===== src/rtl/core/d2q_pkg.sv =====
`default_nettype none
package d2q_pkg;

  localparam int DW = 32;          // Q2.30 word
  localparam int FB = DW - 2;      // fraction bits
  localparam int RW = DW + 1;      // radicand, numerator magnitude, divisor
  localparam int NL = 3;           // divider lanes

  typedef enum logic [1:0] {
    POS_Q0 = 2'd0,
    POS_Q1 = 2'd1,
    POS_Q2 = 2'd2,
    POS_Q3 = 2'd3
  } lead_pos_t;

  typedef struct packed {
    lead_pos_t                pos;
    logic [NL-1:0]            neg;
    logic [NL-1:0][RW-1:0]    mag;
  } side_t;

  function automatic logic [DW-1:0] sat(input logic neg, input logic ovf,
                                        input logic [DW-1:0] q);
    logic [DW-1:0] r;
    if (!neg) begin
      r = (ovf || q[DW-1]) ? {1'b0, {(DW-1){1'b1}}} : q;
    end else begin
      r = (ovf || (q[DW-1] && (q[DW-2:0] != '0))) ? {1'b1, {(DW-1){1'b0}}}
                                                  : (~q + 1'b1);
    end
    return r;
  endfunction

endpackage
`default_nettype wire


===== src/rtl/core/d2q_sqrt.sv =====
`default_nettype none
module d2q_sqrt (
  input  wire logic               clk,
  input  wire logic               rst,
  input  wire logic               en,
  input  wire logic               in_vld,
  input  wire logic [d2q_pkg::RW-1:0] in_s,
  input  wire d2q_pkg::side_t     in_side,
  output logic                    out_vld,
  output logic [d2q_pkg::DW-1:0]  out_root,
  output d2q_pkg::side_t          out_side
);
  import d2q_pkg::*;

  localparam int NS = DW;   // one root bit per stage

  typedef struct packed {
    logic [RW-1:0] s;
    logic [RW-1:0] rem;
    logic [DW-1:0] res;
    side_t         side;
  } sq_t;

  logic [NS:0] vld;
  sq_t         st [NS:0];

  assign vld[0]      = in_vld;
  assign st[0].s     = in_s;
  assign st[0].rem   = '0;
  assign st[0].res   = '0;
  assign st[0].side  = in_side;

  for (genvar k = 0; k < NS; k++) begin : g_st
    logic [2*DW-1:0] v;
    logic [RW+1:0]   cur;
    logic [RW+1:0]   trial;
    assign v     = {1'b0, st[k].s, {FB{1'b0}}};
    assign cur   = {st[k].rem, v[2*DW-1-2*k -: 2]};
    assign trial = {1'b0, st[k].res, 2'b01};

    always_ff @(posedge clk) begin
      if (rst) begin
        vld[k+1] <= 1'b0;
      end else if (en) begin
        vld[k+1] <= vld[k];
      end
    end

    always_ff @(posedge clk) begin
      if (en) begin
        st[k+1].s    <= st[k].s;
        st[k+1].side <= st[k].side;
        if (cur >= trial) begin
          st[k+1].rem <= RW'(cur - trial);
          st[k+1].res <= {st[k].res[DW-2:0], 1'b1};
        end else begin
          st[k+1].rem <= RW'(cur);
          st[k+1].res <= {st[k].res[DW-2:0], 1'b0};
        end
      end
    end
  end

  assign out_vld  = vld[NS];
  assign out_root = st[NS].res;
  assign out_side = st[NS].side;
endmodule
`default_nettype wire


===== config.mk =====
export PLATFORM = sky130hd
export DESIGN_NAME = d2q_sqrt
export DESIGN_NICKNAME = d
export VERILOG_FILES = /design/src/rtl/core/d2q_pkg.sv /design/src/rtl/core/d2q_sqrt.sv
export SDC_FILE = /design/constraint.sdc
export NUM_CORES = 2
export LEC_CHECK = 0
export BUFFER_PORTS_ARGS = -buffer_cell sky130_fd_sc_hd__buf_2
export CAP_MARGIN = 20
export CORE_AREA = 2 2 540 542
export CTS_CLUSTER_DIAMETER = 40
export DETAILED_ROUTE_END_ITERATION = 10
export DIE_AREA = 0 0 542 544
export PLACE_DENSITY = 0.91
export SETUP_SLACK_MARGIN = 0.5
export SLEW_MARGIN = 10
export SYNTH_ARGS = -nofsm -noshare
export SYNTH_HDL_FRONTEND = slang
export SYNTH_SLANG_ARGS = --single-unit

===== constraint.sdc =====
create_clock -name clk -period 10.8 [get_ports clk]
set_input_delay 0.54 -clock clk [delete_from_list [all_inputs] [get_ports clk]]
set_output_delay 0.54 -clock clk [all_outputs]
set_load 0.03 [all_outputs]

Word-level counts from Yosys, hierarchy flattened:

Cells that the tools add are included.

* bits in read-only memories: 0
* bits in writable memories: 0
* memories: 0
* output and inout bits: 137
* register bits after elaboration: 5648
* bits of input ports: 141
* bits in latches: 0

* reduce and logical (&&, ||, !) cells: 0
* $lt $le $gt $ge: 32
* equal/unequal tests: 0
* bitwise operators: 0
* divide/modulo/power cells: 0
* $mul: 0
* multiplexer cells: 32
* add/subtract/negate cells: 31
* shifts and indexed selects: 0

Operators with widths (number)
* 2-to-1 mux 65 bit: 30
* greater-or-equal comparator 35 x 34 -> 1 bit: 31
* subtractor 33 bit: 30
* 2-to-1 mux 33 bit: 1
* subtractor 1 x 1 -> 2 bit, second input constant: 1
* greater-or-equal comparator 1 bit, second input constant: 1
* 2-to-1 mux 1 bit: 1

Depth between registers and ports, before layout:

* word-level depth: 2
* gate-level depth with buffers: 15

Worst setup path before layout:

No wires, ideal clock.

* path type: reg2reg
* start: register st (netlist bit g_st[18].cur[2])
* end: register st (netlist bit g_st[19].cur[32]), data pin
* setup slack: 7030 ps
* arrival: 3499 ps
* data required time: 10529 ps
* cell stages (with the launch flop): 13
* library setup time: 271 ps
* path buffers: 0
* cells stage by stage: edfxtp_1 > ha_1 > fa_1 > a21oi_1 > o21ai_0 > a21oi_1 > o21bai_1 > o31a_1 > a221o_1 > a2111oi_0 > nand2_1 > nor4_1 > xor2_1

* longest elaborated chain between the ends: 2
* elaborated cells on any way between the ends: 3
* those cells by class: add/sub: 1; order compare: 1; mux: 1

RTL lines
* from (decl): line d2q_sqrt.sv:25 `sq_t st [NS:0];`
* subtractor 33 bit or greater-or-equal comparator 35 x 34 -> 1 bit (tied branches): line d2q_sqrt.sv:54, d2q_sqrt.sv:53
* 2-to-1 mux 65 bit *: line d2q_sqrt.sv:53 `if (cur >= trial) begin`

Every way passes the cells marked *; elsewhere a longest branch is shown, timed or not.
A chain may end at the register's enable or synchronous reset.

Worst setup path in the final report:

* start: register st (netlist bit g_st[28].cur[2])
* end: register st (netlist bit g_st[29].cur[12]), data pin

Same word-level chain as after synthesis.

==> impl_metrics.json <==
{
  "status": "finished clean",
  "worstPathMaxFanout": 44,
  "grt_max_degree": 216,
  "drive_gt1_frac": 0.113,
  "wl_per_cell_um": 23.0,
  "sw_frac_of_total": 0.252,
  "drc": 0,
  "dp_hpwl_mm": 209,
  "synth-edff-count": 5082,
  "async_flop_share": 0,
  "clockPowerShare": 0.397,
  "min_to": "st[263]$_DFFE_PP_",
  "clkTransAtPathRegs_ns": 0.05,
  "hold_depth": 1,
  "grt_pass1_vias": 99000,
  "cts_setup_buffers": 0,
  "dieArea_mm2": 0.295,
  "htreeDepth": 6,
  "syn_avg_cell_area_um2": 17.1,
  "cts_max_path_buffers": 4,
  "ys.flop_type": "edfxtp_1",
  "ys_types": 86,
  "cap_violations": 0,
  "fin_util": 0.758,
  "power_mw": 50.7,
  "p_seq_frac": 0.494,
  "yosysSeqAreaShare": 0.795,
  "setup_viol": 0,
  "yosys_warnings": 0,
  "finalSetupTns_ns": 0,
  "pwr_density_cell_mw_per_mm2": 231,
  "r2r_start": "g_st[28].cur[2]$_SDFFCE_PP0P_",
  "min_path_type": "primary input to flip-flop",
  "ant_nets": 0,
  "finalClockSkew_ns": 0.109,
  "grt_pass1_wl_mm": 573,
  "vias_per_cell": 5.90,
  "reg2reg_setup_slack_ns": 5.98,
  "fp.dieH_um": 544,
  "drv_slew": 0,
  "area_growth_pct": 13.8,
  "coreArea_mm2": 0.289,
  "ir_worst_vdd_mv": 0.189,
  "gp_congestion": 0.911,
  "min_period_ns": 4.82,
  "ff2ff_path_depth": 11,
  "grt_usage": 0.253,
  "num_vias": 96300,
  "cp_slowest_stage_delay_ns": 0.71,
  "finalWirelength_mm": 376,
  "comb_power_share": 0.109,
  "cts_root_buffer": "clkbuf_16",
  "p_int_mw": 37.9,
  "hold_buffers": 140,
  "drtIter0Drc": 9666,
  "synth-seq-cells": 5114,
  "syn_area_mm2": 0.193,
  "worst_slew_pin_slew_ns": 1.15,
  "antenna_found_initial": 8,
  "cts_tree": "yes",
  "final-hold-violation-count": 0,
  "rsz0062_at_grt": "no",
  "startpoint_type": "flip-flop",
  "final.period_utilization": 0.446,
  "cp.required_ns": 11.52,
  "cts.repair.resized": 0,
  "start_util": 0.666,
  "p_sw_mw": 12.8,
  "crit_path_top_delay_cell": "o41ai_1",
  "fin_nets": 12700,
  "crit_chain": "ha_1, a211oi_1, o211a_1, o31ai_1, nand2_1, o41ai_1, o211ai_1, o21ai_0, a2111o_2, buf_4, mux2_2",
  "power.leakage_nw": 80.2,
  "ioPinCount": 278,
  "die_w_um": 542,
  "cp-end-kind": "flip-flop",
  "hold_path_startpoint": "en",
  "portBuffers": 277,
  "crit_type": "flip-flop to flip-flop",
  "numCtsBuffers": 578,
  "synth_nets": 11900,
  "netlist_instances": 11200,
  "drt_first_pass_iters": 8,
  "num_rows": 198,
  "crit_arrival_ns": 5.54,
  "r2r_end": "g_st[29].cur[12]$_DFFE_PP_",
  "slew_headroom": 0.223,
  "fmax_ghz": 0.208,
  "cts.sinks": 5114,
  "overflow": 0,
  "clk_latency_ns": 1.06
}
[critical path, delay by kind of cell, from the launching register on]
| kind | cells | cell delay [ns] |
|---|---|---|
| adder cells (fa/ha/maj) | 1 | 0.35 |
| flip-flops | 1 | 0.47 |
| buffers and inverters | 1 | 0.44 |
| AO/OA/AOI/OAI | 7 | 2.65 |
| multiplexers | 1 | 0.40 |
| AND/OR/NAND/NOR | 1 | 0.21 |
[Yosys cell counts (119+ instances only)]
master	number	area (um^2)
xnor2_1	395	3460
clkbuf_1	119	447
nor2_1	537	2020
buf_4	136	1020
a21oi_1	507	2540
ha_1	530	6630
edfxtp_1	5082	153000
nand3_1	135	676
nor3_1	194	971
nand2_1	559	2100
a21o_1	216	1620
xor2_1	380	3330
o21ai_0	431	2160
inv_1	669	2510
[layout by cell type (no fill, tap or decap), drive strengths merged, types with 26 or more instances in the layout]
| master | netlist | final |
|---|---|---|
| edfxtp | 5082 | 5082 |
| inv | 670 | 738 |
| clkbuf | 120 | 681 |
| nand2 | 559 | 559 |
| nor2 | 537 | 537 |
| ha | 530 | 530 |
| a21oi | 507 | 507 |
| o21ai | 433 | 433 |
| xnor2 | 395 | 395 |
| xor2 | 380 | 380 |
| buf | 157 | 359 |
| a21o | 216 | 216 |
| clkinv | 0 | 209 |
| nor3 | 194 | 194 |
| dlygate4sd3 | 0 | 140 |
| nand3 | 135 | 135 |
| nand2b | 102 | 102 |
| nor4 | 102 | 102 |
| mux2 | 90 | 90 |
| o21a | 79 | 79 |
| or3 | 77 | 77 |
| nor2b | 68 | 68 |
| or4 | 65 | 65 |
| bufinv | 0 | 62 |
| o21bai | 60 | 60 |
| o31ai | 50 | 50 |
| nand4 | 50 | 50 |
| and3 | 48 | 48 |
| a31oi | 43 | 43 |
| or2 | 42 | 42 |
| clkinvlp | 0 | 40 |
| mux2i | 38 | 38 |
| a211oi | 37 | 37 |
| nand3b | 35 | 35 |
| dfxtp | 32 | 32 |
| and2 | 26 | 26 |
[how the worst max path moves through the flow]
stage               depth (start not counted)  slack (ns)                           from                    endpoint
finish                                     11        5.98  g_st[28].cur[2]$_SDFFCE_PP0P_  g_st[29].cur[12]$_DFFE_PP_
global route                               11        5.81  g_st[28].cur[2]$_SDFFCE_PP0P_  g_st[29].cur[12]$_DFFE_PP_
CTS                                        11        6.05  g_st[28].cur[2]$_SDFFCE_PP0P_  g_st[29].cur[12]$_DFFE_PP_
detailed placement                         11        6.07  g_st[28].cur[2]$_SDFFCE_PP0P_   g_st[29].cur[4]$_DFFE_PP_
global placement                           11        6.16  g_st[28].cur[2]$_SDFFCE_PP0P_   g_st[29].cur[4]$_DFFE_PP_
floorplan                                  12        7.03  g_st[18].cur[2]$_SDFFCE_PP0P_  g_st[19].cur[32]$_DFFE_PP_
[state kept, by name, summed over array words and instances, names as in the netlist]
| name | flops |
|---|---|
| g_st.v | 240 |
| vld | 31 |
| g_st.trial | 496 |
| st | 3224 |
| out_side | 104 |
| g_st.cur | 986 |
| out_root | 32 |
| out_vld | 1 |
[metal layers]
layer | track usage | vias to the layer above | wire (um)
li1 | - | 44100 | -
met1 | 0.301 | 47500 | 139000
met4 | 0.0975 | 8 | 15800
met5 | 0 | - | 44
met2 | 0.464 | 3672 | 203000
met3 | 0.0364 | 1006 | 19000
[power by group through the flow]
stage / sequential [mW] / combinational (mW) / clock [mW]
global route: 25.2 / 6.03 / 21.2
finish: 25.1 / 5.52 / 20.1
global placement: 25.2 / 4.93 / 0
detailed placement: 25.3 / 5.16 / 0
floorplan: 24.9 / 3.77 / 0
CTS: 25.0 / 5.41 / 20.4
[per-stage QoR]
step	hold WS (ns)	cell area [um^2]	instances	worst slack (ns)
after floorplan	0.400	193000	11200	7.03
final	0.0332	219000	16300	5.98
after global routing	0.0794	219000	16300	5.81
after detailed placement	0.405	198000	15100	6.07
after global placement	0.400	198000	15100	6.16
after CTS	0.0664	219000	16300	6.05
[kinds of logic after synthesis]
| kind of cell | after synthesis | share of synthesized area |
|---|---|---|
| flip-flops | 5114 | 0.795 |
| AND/OR/NAND/NOR | 2106 | 0.0536 |
| AO/OA/AOI/OAI | 1627 | 0.0521 |
| buffers and inverters | 947 | 0.0211 |
| XOR/XNOR | 775 | 0.0352 |
| adder cells (fa/ha/maj) | 544 | 0.0359 |
| multiplexers | 128 | 0.00723 |
| other | 1 | 0.0000195 |
[area by class of cell]
class,count,area [um^2]
Sequential cell,5114,153000
Fill cell,15500,70000
Multi-Input combinational cell,5181,35500
Clock buffer,681,15100
Tap cell,3800,4750
Clock inverter,379,4520
Timing Repair Buffer,499,3710
Inverter,670,2510
Antenna cell,4,10.0
No activity file was read; power rests on OpenSTA's default activity.
